--- src/design/seconds_to_date_time_text_macros.svh ---
// Assertion macros for the seconds-to-date-time text block.
`ifndef SECONDS_TO_DATE_TIME_TEXT_MACROS_SVH
`define SECONDS_TO_DATE_TIME_TEXT_MACROS_SVH

// Same-cycle implication, disabled while reset is asserted.
`define STDT_ASSERT_IMPL(label, clk, rstn, ante, cons, msg) \
    label: assert property (@(posedge clk) disable iff (!rstn) (ante) |-> (cons)) \
        else $error(msg);

// Next-cycle implication, disabled while reset is asserted.
`define STDT_ASSERT_NEXT(label, clk, rstn, ante, cons, msg) \
    label: assert property (@(posedge clk) disable iff (!rstn) (ante) |=> (cons)) \
        else $error(msg);

`endif

--- src/design/stdt_pkg.sv ---
// Package: types, constants and helpers for the seconds-to-date-time text block.
`default_nettype none
package stdt_pkg;

    localparam int MONTH_COUNT = 12;

    localparam logic [16:0] SECS_PER_DAY  = 17'd86400;
    localparam logic [11:0] SECS_PER_HOUR = 12'd3600;
    localparam logic [5:0]  SECS_PER_MIN  = 6'd60;
    localparam logic [8:0]  DAYS_IN_YEAR  = 9'd365;
    localparam logic [7:0]  ASCII_ZERO    = 8'h30;

    // Reciprocals (floored) for division by constants; estimates are low by at most one.
    // 86400 = 128 * 675, 3600 = 16 * 225, 60 = 4 * 15
    localparam int          DAY_SHIFT  = 28;
    localparam logic [18:0] DAY_RECIP  = 19'((1 << DAY_SHIFT) / 675);
    localparam int          HOUR_SHIFT = 20;
    localparam logic [12:0] HOUR_RECIP = 13'((1 << HOUR_SHIFT) / 225);
    localparam int          MIN_SHIFT  = 14;
    localparam logic [10:0] MIN_RECIP  = 11'((1 << MIN_SHIFT) / 15);

    localparam logic [8:0] MONTH_FIRST_DAY [MONTH_COUNT] = '{
        9'd0, 9'd31, 9'd59, 9'd90, 9'd120, 9'd151,
        9'd181, 9'd212, 9'd243, 9'd273, 9'd304, 9'd334
    };

    typedef struct packed {
        logic [8:0]  days;
        logic [16:0] sec_of_day;
    } day_split_t;

    typedef struct packed {
        logic       out_of_range;
        logic [3:0] month;
        logic [4:0] day_of_month;
        logic [4:0] hour;
        logic [5:0] minute_est;
        logic [6:0] second_est;
    } clock_split_t;

    function automatic logic [23:0] month_letters(input logic [3:0] idx);
        logic [23:0] r;
        case (idx)
            4'd0:    r = 24'h4A414E;
            4'd1:    r = 24'h464542;
            4'd2:    r = 24'h4D4152;
            4'd3:    r = 24'h415052;
            4'd4:    r = 24'h4D4159;
            4'd5:    r = 24'h4A554E;
            4'd6:    r = 24'h4A554C;
            4'd7:    r = 24'h415547;
            4'd8:    r = 24'h534550;
            4'd9:    r = 24'h4F4354;
            4'd10:   r = 24'h4E4F56;
            4'd11:   r = 24'h444543;
            default: r = 24'h000000;
        endcase
        return r;
    endfunction

    // Two ASCII digits of a value below 100; tens = (v * 205) >> 11.
    function automatic logic [15:0] two_digits(input logic [6:0] v);
        logic [14:0] p;
        logic [3:0]  tens;
        logic [3:0]  ones;
        p    = 15'(v) * 15'd205;
        tens = p[14:11];
        ones = 4'(v - 7'(tens) * 7'd10);
        return {ASCII_ZERO + 8'(tens), ASCII_ZERO + 8'(ones)};
    endfunction

endpackage
`default_nettype wire

--- src/design/stdt_day_div.sv ---
// Three-stage split of the seconds count into whole days and seconds of day.
`default_nettype none
module stdt_day_div import stdt_pkg::*; (
    input  wire logic        aclk,
    input  wire logic        aresetn,
    input  wire logic        adv,
    input  wire logic        in_valid,
    input  wire logic [24:0] in_secs,
    output logic             out_valid,
    output day_split_t       out_data
);

    logic        v1_reg, v2_reg, v3_reg;
    logic [24:0] secs1_reg;
    logic [36:0] prod1_reg, prod1_next;
    logic [8:0]  q2_reg, q2_next;
    logic [17:0] rem2_reg, rem2_next;
    day_split_t  d3_reg, d3_next;

    always_comb begin
        prod1_next = 37'(in_secs[24:7]) * 37'(DAY_RECIP);
        q2_next    = prod1_reg[DAY_SHIFT +: 9];
        rem2_next  = 18'(26'(secs1_reg) - 26'(q2_next) * 26'(SECS_PER_DAY));
        if (rem2_reg >= 18'(SECS_PER_DAY)) begin
            d3_next.days       = q2_reg + 9'd1;
            d3_next.sec_of_day = 17'(rem2_reg - 18'(SECS_PER_DAY));
        end else begin
            d3_next.days       = q2_reg;
            d3_next.sec_of_day = rem2_reg[16:0];
        end
    end

    always_ff @(posedge aclk) begin
        if (!aresetn) begin
            v1_reg <= 1'b0;
            v2_reg <= 1'b0;
            v3_reg <= 1'b0;
        end else if (adv) begin
            v1_reg <= in_valid;
            v2_reg <= v1_reg;
            v3_reg <= v2_reg;
        end
    end

    always_ff @(posedge aclk) begin
        if (adv) begin
            secs1_reg <= in_secs;
            prod1_reg <= prod1_next;
            q2_reg    <= q2_next;
            rem2_reg  <= rem2_next;
            d3_reg    <= d3_next;
        end
    end

    assign out_valid = v3_reg;
    assign out_data  = d3_reg;

endmodule
`default_nettype wire

--- src/design/stdt_clock_div.sv ---
// Four-stage split into month, day of month, hour, minute and second estimates.
`default_nettype none
module stdt_clock_div import stdt_pkg::*; (
    input  wire logic   aclk,
    input  wire logic   aresetn,
    input  wire logic   adv,
    input  wire logic   in_valid,
    input  wire day_split_t in_data,
    output logic        out_valid,
    output clock_split_t out_data
);

    logic         v4_reg, v5_reg, v6_reg, v7_reg;
    logic [25:0]  hprod4_reg, hprod4_next;
    logic [16:0]  sod4_reg;
    logic [8:0]   days4_reg;
    logic [3:0]   month4_reg, month4_next;

    logic [4:0]   hest5;
    logic [12:0]  remh5_reg, remh5_next;
    logic [4:0]   hest5_reg;
    logic [3:0]   month5_reg;
    logic [4:0]   dom5_reg, dom5_next;
    logic         oor5_reg, oor5_next;

    logic [4:0]   hour6_reg, hour6_next;
    logic [11:0]  rem6_reg, rem6_next;
    logic [20:0]  mprod6_reg, mprod6_next;
    logic [3:0]   month6_reg;
    logic [4:0]   dom6_reg;
    logic         oor6_reg;

    logic [5:0]   mest7;
    clock_split_t c7_reg, c7_next;

    always_comb begin
        hprod4_next = 26'(in_data.sec_of_day[16:4]) * 26'(HOUR_RECIP);
        month4_next = 4'd0;
        for (int i = 1; i < MONTH_COUNT; i++) begin
            if (in_data.days >= MONTH_FIRST_DAY[i]) begin
                month4_next = 4'(i);
            end
        end
    end

    always_comb begin
        hest5      = hprod4_reg[HOUR_SHIFT +: 5];
        remh5_next = 13'(sod4_reg - 17'(hest5) * 17'(SECS_PER_HOUR));
        dom5_next  = 5'(days4_reg - MONTH_FIRST_DAY[month4_reg] + 9'd1);
        oor5_next  = (days4_reg >= DAYS_IN_YEAR);
    end

    always_comb begin
        if (remh5_reg >= 13'(SECS_PER_HOUR)) begin
            hour6_next = hest5_reg + 5'd1;
            rem6_next  = 12'(remh5_reg - 13'(SECS_PER_HOUR));
        end else begin
            hour6_next = hest5_reg;
            rem6_next  = remh5_reg[11:0];
        end
        mprod6_next = 21'(rem6_next[11:2]) * 21'(MIN_RECIP);
    end

    always_comb begin
        mest7                = mprod6_reg[MIN_SHIFT +: 6];
        c7_next.out_of_range = oor6_reg;
        c7_next.month        = month6_reg;
        c7_next.day_of_month = dom6_reg;
        c7_next.hour         = hour6_reg;
        c7_next.minute_est   = mest7;
        c7_next.second_est   = 7'(rem6_reg - 12'(mest7) * 12'(SECS_PER_MIN));
    end

    always_ff @(posedge aclk) begin
        if (!aresetn) begin
            v4_reg <= 1'b0;
            v5_reg <= 1'b0;
            v6_reg <= 1'b0;
            v7_reg <= 1'b0;
        end else if (adv) begin
            v4_reg <= in_valid;
            v5_reg <= v4_reg;
            v6_reg <= v5_reg;
            v7_reg <= v6_reg;
        end
    end

    always_ff @(posedge aclk) begin
        if (adv) begin
            hprod4_reg <= hprod4_next;
            sod4_reg   <= in_data.sec_of_day;
            days4_reg  <= in_data.days;
            month4_reg <= month4_next;
            hest5_reg  <= hest5;
            remh5_reg  <= remh5_next;
            month5_reg <= month4_reg;
            dom5_reg   <= dom5_next;
            oor5_reg   <= oor5_next;
            hour6_reg  <= hour6_next;
            rem6_reg   <= rem6_next;
            mprod6_reg <= mprod6_next;
            month6_reg <= month5_reg;
            dom6_reg   <= dom5_reg;
            oor6_reg   <= oor5_reg;
            c7_reg     <= c7_next;
        end
    end

    assign out_valid = v7_reg;
    assign out_data  = c7_reg;

endmodule
`default_nettype wire

--- src/design/stdt_text_fmt.sv ---
// Final correction, ASCII formatting and the output register.
`default_nettype none
module stdt_text_fmt import stdt_pkg::*; (
    input  wire logic    aclk,
    input  wire logic    aresetn,
    input  wire logic    adv,
    input  wire logic    in_valid,
    input  wire clock_split_t in_data,
    output logic         out_valid,
    output logic [87:0]  out_tdata,
    output logic         out_tuser
);

    logic        valid_reg;
    logic [87:0] tdata_reg, tdata_next;
    logic        tuser_reg;
    logic [5:0]  minute;
    logic [6:0]  second;

    always_comb begin
        if (in_data.second_est >= 7'(SECS_PER_MIN)) begin
            minute = in_data.minute_est + 6'd1;
            second = in_data.second_est - 7'(SECS_PER_MIN);
        end else begin
            minute = in_data.minute_est;
            second = in_data.second_est;
        end
        if (in_data.out_of_range) begin
            tdata_next = '0;
        end else begin
            tdata_next = {two_digits(second),
                          two_digits(7'(minute)),
                          two_digits(7'(in_data.hour)),
                          two_digits(7'(in_data.day_of_month)),
                          month_letters(in_data.month)};
        end
    end

    always_ff @(posedge aclk) begin
        if (!aresetn) begin
            valid_reg <= 1'b0;
        end else if (adv) begin
            valid_reg <= in_valid;
        end
    end

    always_ff @(posedge aclk) begin
        if (adv) begin
            tdata_reg <= tdata_next;
            tuser_reg <= in_data.out_of_range;
        end
    end

    assign out_valid = valid_reg;
    assign out_tdata = tdata_reg;
    assign out_tuser = tuser_reg;

endmodule
`default_nettype wire

--- src/design/seconds_to_date_time_text.sv ---
// Top level: seconds since start of a non-leap year to date and time ASCII text.
//
// Input stream: one transaction per timestamp, s_axis_tdata[24:0] holds the
// seconds count. Output stream: one transaction per input, carrying month
// letters and two-digit day, hour, minute and second text; m_axis_tuser flags
// a day count of 365 or more, with all text then zero.
// Throughput: one transaction per cycle while the output is not stalled. Pipeline
// from input accept to the output register: 3 stages day divide,
// 4 stages month and clock split, 1 stage formatting and output.
// Reset empties the pipeline; the valid bits clear, data is left as is.
// When the receiver stalls with a result pending, the whole pipeline holds and
// s_axis_tready drops in the same cycle; nothing is dropped or repeated.
// While the output register is empty or being taken, a new transaction is
// accepted every cycle.
`default_nettype none
`include "seconds_to_date_time_text_macros.svh"
module seconds_to_date_time_text import stdt_pkg::*; (
    input  wire logic        aclk,
    input  wire logic        aresetn,
    input  wire logic        s_axis_tvalid,
    output logic             s_axis_tready,
    input  wire logic [31:0] s_axis_tdata,   // [24:0] seconds_count
    output logic             m_axis_tvalid,
    input  wire logic        m_axis_tready,
    output logic [87:0]      m_axis_tdata,   // month_text, day_text, hour_text,
                                             // minute_text, second_text
    output logic             m_axis_tuser    // out_of_range
);

    logic         adv;
    logic         day_valid;
    day_split_t   day_data;
    logic         clk_valid;
    clock_split_t clk_data;

    assign adv           = !m_axis_tvalid || m_axis_tready;
    assign s_axis_tready = adv;

    stdt_day_div u_day_div (
        .aclk      (aclk),
        .aresetn   (aresetn),
        .adv       (adv),
        .in_valid  (s_axis_tvalid),
        .in_secs   (s_axis_tdata[24:0]),
        .out_valid (day_valid),
        .out_data  (day_data)
    );

    stdt_clock_div u_clock_div (
        .aclk      (aclk),
        .aresetn   (aresetn),
        .adv       (adv),
        .in_valid  (day_valid),
        .in_data   (day_data),
        .out_valid (clk_valid),
        .out_data  (clk_data)
    );

    stdt_text_fmt u_text_fmt (
        .aclk      (aclk),
        .aresetn   (aresetn),
        .adv       (adv),
        .in_valid  (clk_valid),
        .in_data   (clk_data),
        .out_valid (m_axis_tvalid),
        .out_tdata (m_axis_tdata),
        .out_tuser (m_axis_tuser)
    );

    `STDT_ASSERT_IMPL(a_oor_zero_text, aclk, aresetn, m_axis_tvalid && m_axis_tuser, m_axis_tdata == 88'd0, "out-of-range result carries nonzero text")
    `STDT_ASSERT_IMPL(a_day_tens, aclk, aresetn, m_axis_tvalid && !m_axis_tuser, m_axis_tdata[39:32] >= 8'h30 && m_axis_tdata[39:32] <= 8'h33, "day tens digit out of range")
    `STDT_ASSERT_IMPL(a_hour_tens, aclk, aresetn, m_axis_tvalid && !m_axis_tuser, m_axis_tdata[55:48] >= 8'h30 && m_axis_tdata[55:48] <= 8'h32, "hour tens digit out of range")
    `STDT_ASSERT_IMPL(a_ready_when_empty, aclk, aresetn, !m_axis_tvalid, s_axis_tready, "input not accepted with empty output")

endmodule
`default_nettype wire
--- config.mk ---
export PLATFORM = sky130hd
export DESIGN_NAME = seconds_to_date_time_text
export DESIGN_NICKNAME = d
export VERILOG_FILES = /design/src/design/stdt_pkg.sv /design/src/design/stdt_day_div.sv /design/src/design/stdt_clock_div.sv /design/src/design/stdt_text_fmt.sv /design/src/design/seconds_to_date_time_text.sv
export VERILOG_INCLUDE_DIRS = /design/src /design/src/design
export SDC_FILE = /design/constraint.sdc
export NUM_CORES = 1
export LEC_CHECK = 0
export CELL_PAD_IN_SITES_DETAIL_PLACEMENT = 2
export CELL_PAD_IN_SITES_GLOBAL_PLACEMENT = 2
export CORE_ASPECT_RATIO = 1.75
export CORE_MARGIN = 2
export CORE_UTILIZATION = 50
export CTS_BUF_LIST = sky130_fd_sc_hd__clkbuf_4
export CTS_CLUSTER_SIZE = 14
export DETAILED_ROUTE_END_ITERATION = 8
export DONT_BUFFER_PORTS = 1
export PLACE_DENSITY_LB_ADDON = 0.1
export SKIP_LAST_GASP = 1
export SLEW_MARGIN = 5
export SYNTH_ARGS = -nofsm -noshare
export SYNTH_HDL_FRONTEND = slang
export SYNTH_SLANG_ARGS = --single-unit
--- constraint.sdc ---
create_clock -name aclk -period 11.1 [get_ports aclk]
set_clock_uncertainty 0.15 [all_clocks]
set_input_delay 0.555 -clock aclk [delete_from_list [all_inputs] [get_ports aclk]]
set_output_delay 0.555 -clock aclk [all_outputs]
set_load 0.02 [all_outputs]
==> results.tsv, run 1 <==
metric	value	unit
max_stage_delay	0.56	ns
cts_resized	0	
worst_pin_slew	1.08	ns
hold_violations	0	
wl_per_cell	22.5	um
path_cells	ha_1, or3b_1, a21oi_1, nor2_1, nor3b_1, xor2_1, ha_1, inv_1, fa_1, inv_1, ha_1, ha_1, nand4_1, or2_2, o41a_1, a21oi_1, xnor2_1, inv_1, ha_1, fa_1, xnor3_1, xnor2_1, nor2_1	
drv_cap	0	
ys_ff_latch	248	
async_flop_share	0	%
rsz0062_at_grt	false	
whs	0.148	ns
ant_nets	0	
portBuffers	0	
slew_headroom	27.7	%
start_util	50.5	%
place.gp.congestion	0.811	
crit_arrival	7.50	ns
grt_pass1_wl	89500	um
avgSynthCellArea	11.6	um^2
finalSetupViolCount	0	
core	42300	um^2
yosysUniqueCellTypes	70	
cp_slowest_cell	xor2_1	
clk_latency	0.76	ns
cts_made_buffers	60	
grt_max_degree	103	
drc	0	
dr.pass1.iters	4	
vias_per_cell	5.48	
end_kind	register	
routed_wl	56300	um
cts.sinks	248	
die_y	277	um
cp.required	11.43	ns
start_kind	register	
die-area	44400	um^2
rows	100	
synth-main-ff-cell	edfxtp_1	
drt_first_iter_violations	444	
syn-cell-area	21300	um^2
grt_overflow_total	0	
largest_reg_flops	44	
post_cts_buffers	0	
syn2layout_area_growth	7.19	%
antenna_found_initial	2	
dieWidth	160	um
status	completed	
cts_tree	yes	
drive_above_1_share	6.49	%
grt_usage	26.0	%
setup_slack	3.93	ns
ys_warn_count	0	
slew_violations	0	
pin_count	127	
cp_max_fo	7	
grt_pass1_vias	16900	
htree_levels	2	
syn_inst	1836	
yosysSeqAreaShare	34.5	%
num_vias	13700	
max_freq	139	MHz
hp-class	in2reg	
clockBufferDepth	3	
path_clk_slew	0.07	ns
place_ws	3.94	ns
clockRootBuffer	clkbuf_4	
period_minus_slack	7.17	ns
dp_hpwl	42600	um
final_nets	2528	
cp_common_cell	ha_1	
crit_type	reg2reg	
synth_edf_count	240	
fin_tns_setup	0	ns
fin_crit_sh	64.6	%
-- cell type report --
cell class	instances	area, um^2
well taps	561	702
fillers	4238	19400
clock inverters	34	250
multi-input cells	1212	12400
repair buffers	28	278
inverters	340	1280
flip-flops and latches	248	7370
clock buffers	79	593
diodes	2	5.00
-- metal layers --
layer / global-route usage [%] / vias to the layer above / part of all wire (%)
met3: 3.29 / 139 / 2.6
met2: 56.6 / 268 / 62
met1: 22.5 / 6936 / 31
met5: 0 / - / 0
met4: 11.5 / 0 / 4.4
li1: - / 6371 / -
-- placed cells by master, fill, tap and decap left out, types with 4 or more instances in the layout --
cell	instances
dfxtp_1	8
nor2b_1	12
edfxtp_1	240
or2_2	6
nand3_1	18
nor4_1	7
dlygate4sd3_1	22
nor2_1	72
clkinv_1	17
o211ai_1	5
conb_1	27
clkbuf_4	79
nor3b_1	7
clkinv_2	11
a211oi_1	4
buf_4	5
o21ai_0	29
nand2_1	59
nand2b_1	11
mux2i_1	7
a31oi_1	7
inv_1	339
a21oi_1	71
nand4_1	15
fa_1	134
and2_1	4
xnor2_1	90
and3_1	8
a21boi_0	11
ha_1	468
xor2_1	33
nor3_1	17
a21o_1	22
o21a_1	8
bufinv_16	4
-- cell usage after synthesis, types with 4 or more instances --
library cell / n / area [um^2]
ha_1: 468 / 5860
inv_1: 339 / 1270
edfxtp_1: 240 / 7210
fa_1: 134 / 2680
xnor2_1: 90 / 788
nor2_1: 72 / 270
a21oi_1: 71 / 355
nand2_1: 59 / 221
buf_4: 44 / 330
xor2_1: 33 / 289
o21ai_0: 29 / 145
a21o_1: 22 / 165
nand3_1: 18 / 90.1
clkbuf_1: 17 / 63.8
nor3_1: 17 / 85.1
nand4_1: 15 / 93.8
nor2b_1: 12 / 75.1
a21boi_0: 11 / 82.6
nand2b_1: 11 / 68.8
and3_1: 8 / 50.1
dfxtp_1: 8 / 160
o21a_1: 8 / 60.1
a31oi_1: 7 / 43.8
mux2i_1: 7 / 70.1
nor3b_1: 7 / 52.6
nor4_1: 7 / 43.8
or2_2: 6 / 37.5
o211ai_1: 5 / 37.5
a211oi_1: 4 / 30.0
and2_1: 4 / 25.0
-- logic make-up after synthesis --
logic type | share of synthesized area [%]
muxes | 0.486
xor gates and xnor gates | 5.26
and+or+nand+nor | 5.59
other | 0.0176
adders and majority gates | 40.0
AOI/OAI and AO/OA | 6.30
DFF | 34.5
buffers and inverters | 7.84
-- critical path, delay by kind of cell, from the launching register on --
family,cells,cell delay [ns]
buf+inv,3,0.21
simple gates,6,1.51
xor+xnor,4,1.32
fa+ha+maj,7,2.25
compound gates,3,0.98
flops,1,0.49
-- final timing paths --
| path | startpoint | to | slack [ns] | cells past startpoint |
|---|---|---|---|---|
| worst max register to register | u_clock_div.out_data[2]$_DFFE_PP_ | u_text_fmt.out_tdata[59]$_SDFFCE_PP0P_ | 3.93 | 23 |
| worst min-delay path | s_axis_tdata[24] | u_day_div.prod1_reg[36]$_DFFE_PP_ | 0.15 | 3 |
| worst min register to register | u_day_div.out_data[1]$_DFFE_PP_ | u_clock_div.sod4_reg[1]$_DFFE_PP_ | 0.25 | 0 |
| worst max-delay path | u_clock_div.out_data[2]$_DFFE_PP_ | u_text_fmt.out_tdata[59]$_SDFFCE_PP0P_ | 3.93 | 23 |
-- metrics by stage --
stage | util (%) | cells | area, um^2
final | 54.1 | 2504 | 22900
after global routing | 54.1 | 2504 | 22900
after CTS | 54.1 | 2502 | 22900
after detailed placement | 51.6 | 2367 | 21800
after global placement | 51.6 | 2367 | 21800
after floorplan | - | 1862 | 21400
-- repair_timing --
action / CTS / global route
endpoints found under the setup margin: 0 / 0
endpoints found under the hold margin: 26 / 0
hold buffers: 22 / 0
Power of run 1 is not shown: default switching activity piles up to over one toggle a cycle in this logic, so the estimate is an artifact.
==> run 2: changes to the inputs <==
--- a/config.mk
+++ b/config.mk
@@ -6,11 +6,12 @@
 export SDC_FILE = /design/constraint.sdc
 export NUM_CORES = 1
 export LEC_CHECK = 0
+export ABC_AREA = 1
 export CELL_PAD_IN_SITES_DETAIL_PLACEMENT = 2
 export CELL_PAD_IN_SITES_GLOBAL_PLACEMENT = 2
 export CORE_ASPECT_RATIO = 1.75
 export CORE_MARGIN = 2
-export CORE_UTILIZATION = 50
+export CORE_UTILIZATION = 40
 export CTS_BUF_LIST = sky130_fd_sc_hd__clkbuf_4
 export CTS_CLUSTER_SIZE = 14
 export DETAILED_ROUTE_END_ITERATION = 8
==> constraint.sdc (replaced) <==
create_clock -name aclk -period 6.25 [get_ports aclk]
set_clock_uncertainty 0.15 [all_clocks]
set_input_delay 0.3125 -clock aclk [delete_from_list [all_inputs] [get_ports aclk]]
set_output_delay 0.3125 -clock aclk [all_outputs]
set_load 0.02 [all_outputs]
==> run 2 against run 1 <==
  * Synthesized area increased by 3.8%
  * Core utilization decreased by 10 points
  * Global-route usage decreased by 5.4 points
  * Cell count increased by 18%
  * Non-clock buffer count increased by 19
  * Design area increased by 5.5%
  * Largest cell class unchanged
  * Die area increased by 29%
  * Sequential share of layout area decreased by 1.7 points
  * Fmax increased by 25%
  * Count of clock-buffer cells in the layout increased by 16
  * Register-to-register slack got worse by 3.4 ns
==> results.tsv, run 2 <==
metric	value	unit
cp_max_fo	11	
ys_warn_count	0	
yosysUniqueCellTypes	51	
antenna_found_initial	2	
rsz0062_at_grt	false	
start_kind	register	
grt_overflow_total	0	
start_util	40.3	%
slew_headroom	34.1	%
path_clk_slew	0.07	ns
portBuffers	0	
dp_hpwl	46500	um
routed_wl	56900	um
avgSynthCellArea	10.5	um^2
wl_per_cell	19.3	um
place.gp.congestion	0.803	
cts.sinks	248	
synthTopCellsByArea	edfxtp_1, ha_1, fa_1	
synth-main-ff-cell	edfxtp_1	
vias_per_cell	5.14	
end_kind	register	
nFillCells	5850	
drv_cap	0	
grt_pass1_wl	91600	um
core	55100	um^2
place_inst	2797	
ys_ff_latch	248	
drive_above_1_share	6.20	%
max_stage_delay	0.52	ns
drc	0	
fin_tns_setup	0	ns
ant_nets	0	
hold_end	u_day_div.secs1_reg[17]$_DFFE_PP_	
period_minus_slack	5.74	ns
r2r-start	u_clock_div.out_data[2]$_DFFE_PP_	
grt_pass1_vias	18200	
post-synth-top-area-cell	edfxtp_1	
cp_common_cell	nand2_1	
worst_pin_slew	0.989	ns
r2r_cells	28	
synth_edf_count	240	
synth_top_area_share	32.5	%
status	completed	
slew_violations	0	
cp_slowest_cell	fa_1	
yosys.cell_count.top_type	ha_1	
drt_first_iter_violations	357	
num_vias	15200	
hold_violations	0	
clockBufferDepth	3	
clockRootBuffer	clkbuf_4	
grt_max_degree	118	
reg2reg_to	u_text_fmt.out_tdata[75]$_SDFFCE_PP0P_	
cts_made_buffers	68	
largest_reg_flops	44	
reg2reg_slack	0.51	ns
worstHoldPathCells	1	
dieWidth	182	um
cp.required	6.62	ns
finalSetupViolCount	0	
syn2layout_area_growth	8.91	%
hp-class	in2reg	
synth_commonest_cells	ha_1, inv_1, edfxtp_1	
startpoint	u_clock_div.out_data[2]$_DFFE_PP_	
die_y	315	um
cts_resized	0	
crit_arrival	6.10	ns
cts_tree	yes	
rows	114	
htree_levels	3	
pin_count	127	
max_freq	174	MHz
die-area	57400	um^2
mostFrequentLayoutCells	ha_1, inv_1, edfxtp_1	
final_common_cell	ha_1	
async_flop_share	0	%
fin_crit_sh	91.8	%
hold_path.startpoint	s_axis_tdata[17]	
yosysSeqAreaShare	33.2	%
final_nets	2850	
clk_latency	0.82	ns
crit_type	reg2reg	
syn-cell-area	22200	um^2
syn_inst	2119	
stdcell_count	2957	
grt_usage	20.6	%
dr.pass1.iters	4	
==> run 2: what timing repair did <==
action / 4_1_cts / 5_1_grt
setup buffers: 0 / 0
endpoints found under the hold margin: 27 / 0
hold buffers: 41 / 0
==> run 2: how the worst max path moves through the flow <==
stage | endpoint | depth (start not counted) | slack, ns
CTS | u_text_fmt.out_tdata[75]$_SDFFCE_PP0P_ | 28 | 0.40
global route | u_text_fmt.out_tdata[75]$_SDFFCE_PP0P_ | 28 | 0.03
finish | u_text_fmt.out_tdata[75]$_SDFFCE_PP0P_ | 28 | 0.51
global placement | u_text_fmt.out_tdata[75]$_SDFFCE_PP0P_ | 28 | 0.67
detailed placement | u_text_fmt.out_tdata[75]$_SDFFCE_PP0P_ | 28 | 0.40
floorplan | u_text_fmt.out_tdata[75]$_SDFFCE_PP0P_ | 29 | 1.12
==> run 2: final cells by class <==
type	instances	area [um^2]	area share, %
clock buffer	95	713	2.95
antenna	3	7.51	0.0311
multi-input combinational	1423	12900	53.6
sequential	248	7370	30.5
inverter	424	1600	6.65
timing repair buffer	47	468	1.94
tap	696	871	3.61
clock inverter	21	168	0.695
==> run 2: cells by family (layout without fill, tap and decap cells) <==
kind of cell	Yosys count	after routing	synth area share (%)
fa+ha+maj	602	602	38.5
buf+inv	474	587	8.82
simple gates	452	452	8.86
flops	248	248	33.2
compound gates	226	226	5.88
xor+xnor	116	116	4.65
other cells	1	30	0.0169
==> run 2: metal layers <==
metal	vias up	GRT usage, %	wire length, um
li1	7239	-	-
met2	234	45.4	35500
met4	0	9.62	2440
met3	120	3.13	1510
met5	-	0	0
met1	7605	17.0	17500
==> run 2: critical path, delay by kind of cell (launching register included) <==
kind | cells | cell delay [ns]
simple gates | 15 | 1.34
compound gates | 1 | 0.16
flops | 1 | 0.45
xor+xnor | 2 | 0.61
buf+inv | 3 | 0.18
fa+ha+maj | 7 | 2.59
==> run 2: through the flow <==
| stage | setup WS, ns | area (um^2) | utilization [%] | hold WS (ns) |
|---|---|---|---|---|
| floorplan | 1.12 | 22300 | - | 0.250 |
| global placement | 0.665 | 22800 | 41.5 | 0.251 |
| detailed placement | 0.403 | 22800 | 41.5 | 0.256 |
| CTS | 0.398 | 24100 | 43.8 | 0.0125 |
| global route | 0.0322 | 24100 | 43.8 | 0.0510 |
| finish | 0.512 | 24100 | 43.8 | 0.0933 |
Power of run 2 is left out for the same reason.
==> run 3: changes to the inputs <==
--- a/config.mk
+++ b/config.mk
@@ -10,13 +10,14 @@
 export CELL_PAD_IN_SITES_DETAIL_PLACEMENT = 2
 export CELL_PAD_IN_SITES_GLOBAL_PLACEMENT = 2
 export CORE_ASPECT_RATIO = 1.75
-export CORE_MARGIN = 2
+export CORE_MARGIN = 8
 export CORE_UTILIZATION = 40
 export CTS_BUF_LIST = sky130_fd_sc_hd__clkbuf_4
 export CTS_CLUSTER_SIZE = 14
 export DETAILED_ROUTE_END_ITERATION = 8
 export DONT_BUFFER_PORTS = 1
 export PLACE_DENSITY_LB_ADDON = 0.1
+export SETUP_SLACK_MARGIN = 0.4
 export SKIP_LAST_GASP = 1
 export SLEW_MARGIN = 5
 export SYNTH_ARGS = -nofsm -noshare
==> run 3 against run 2 <==
  * Routed wire length fell by 0.66%
  * Die area increased by 11%
  * Count of clock-buffer cells in the layout fell by 3
  * Non-clock buffer count down 10
  * Design area down 0.21%
  * Register-to-register slack better by 0.18 ns
  * Cell count down 0.34%
  * Sequential cell count unchanged
  * Critical path depth unchanged
  * Global-route usage shrank 2.3 points
  * Fmax up 3.2%
  * Critical path type unchanged
==> results.tsv, run 3 (synthesized netlist as in run 2, its figures left out) <==
metric	value	unit
crit_type	reg2reg	
status	completed	
slew_violations	0	
mostFrequentLayoutCells	ha_1, inv_1, edfxtp_1	
antenna_found_initial	2	
end_kind	register	
wl_met1	17300	um
wl_per_cell	19.2	um
grt_pass1_wl	91700	um
syn2layout_area_growth	8.68	%
cp_common_cell	nand2_1	
max_freq	180	MHz
cts.sinks	248	
fin_tns_setup	0	ns
die_y	327	um
largest_reg_flops	44	
cp.required	6.57	ns
pin_count	127	
clk_latency	0.76	ns
start_util	40.3	%
hold_violations	0	
fin_util	43.7	%
clockRootBuffer	clkbuf_4	
nFillCells	5781	
stdcell_count	2947	
drc	0	
die-area	63500	um^2
num_vias	15200	
period_minus_slack	5.56	ns
dr.pass1.iters	4	
drv_cap	0	
max_stage_delay	0.52	ns
cp_max_fo	11	
place_inst	2797	
grt_overflow_total	0	
start_kind	register	
finalSetupViolCount	0	
whs	0.0994	ns
routed_wl	56600	um
path_clk_slew	0.07	ns
ant_nets	0	
crit_arrival	5.88	ns
cp_slowest_cell	fa_1	
worst_pin_slew	0.934	ns
dp_hpwl	46800	um
rsz0062_at_grt	true	
grt_max_degree	126	
htree_levels	3	
hp-class	in2reg	
drive_above_1_share	6.36	%
vias_per_cell	5.14	
cts_made_buffers	68	
final_common_cell	ha_1	
multi_input_area	13000	um^2
cp_top_family	adder cells	
drt_first_iter_violations	289	
clockBufferDepth	3	
rows	114	
cts_tree	yes	
seq_area	7370	um^2
grt_usage	18.3	%
core	55100	um^2
slew_headroom	37.7	%
top_layer_used	met4	
dieWidth	194	um
fin_crit_sh	88.9	%
wl_met2	34800	um
critPathBufInv	3	
met3WireLength	1610	um
grt_pass1_vias	18100	
portBuffers	0	
place.gp.congestion	0.820	
final_nets	2840	
[run 3: worst reg2reg max path, delay by kind of cell (launching register included)]
family	cells	cell delay (ns)
buffers and inverters	3	0.18
xor gates and xnor gates	2	0.43
adders and majority gates	7	2.59
DFF	1	0.43
AOI/OAI and AO/OA	1	0.17
and+or+nand+nor	15	1.44
[run 3: area by class of cell]
cell class	count	share of cell area [%]
inverters	424	6.66
repair buffers	37	1.50
multi-input cells	1423	53.9
diodes	3	0.0312
well taps	696	3.62
clock buffers	92	2.87
flip-flops and latches	248	30.6
clock inverters	24	0.852
[run 3: per-layer routing]
metal / track usage (%) / up-vias
li1: - / 7228
met1: 14.7 / 7540
met2: 40.3 / 245
met3: 2.71 / 138
met4: 9.36 / 0
met5: 0 / -
[run 3: what timing repair did]
item,CTS,global route
hold buffers,28,0
setup buffers,0,3
endpoints found under the setup margin,0,3
resized for setup,0,5
hold endpoints to repair,26,0
[run 3: per-stage QoR]
stage          instance area, um^2  worst slack (ns)
6_report                     24100             0.691
3_5_place_dp                 22800             0.404
2_1_floorplan                22300              1.12
3_3_place_gp                 22800             0.656
5_1_grt                      24100             0.281
4_1_cts                      24000             0.460
[run 3: final timing paths]
path / slack, ns / endpoint / cells after the start / from
worst max-delay path: 0.69 / u_text_fmt.out_tdata[75]$_SDFFCE_PP0P_ / 28 / u_clock_div.out_data[2]$_DFFE_PP_
worst max register to register: 0.69 / u_text_fmt.out_tdata[75]$_SDFFCE_PP0P_ / 28 / u_clock_div.out_data[2]$_DFFE_PP_
worst min register to register: 0.24 / u_day_div.out_data[5]$_DFFE_PP_ / 0 / u_day_div.rem2_reg[5]$_DFFE_PP_
worst min-delay path: 0.1 / u_day_div.secs1_reg[2]$_DFFE_PP_ / 1 / s_axis_tdata[2]
Power of run 3 is left out for the same reason.
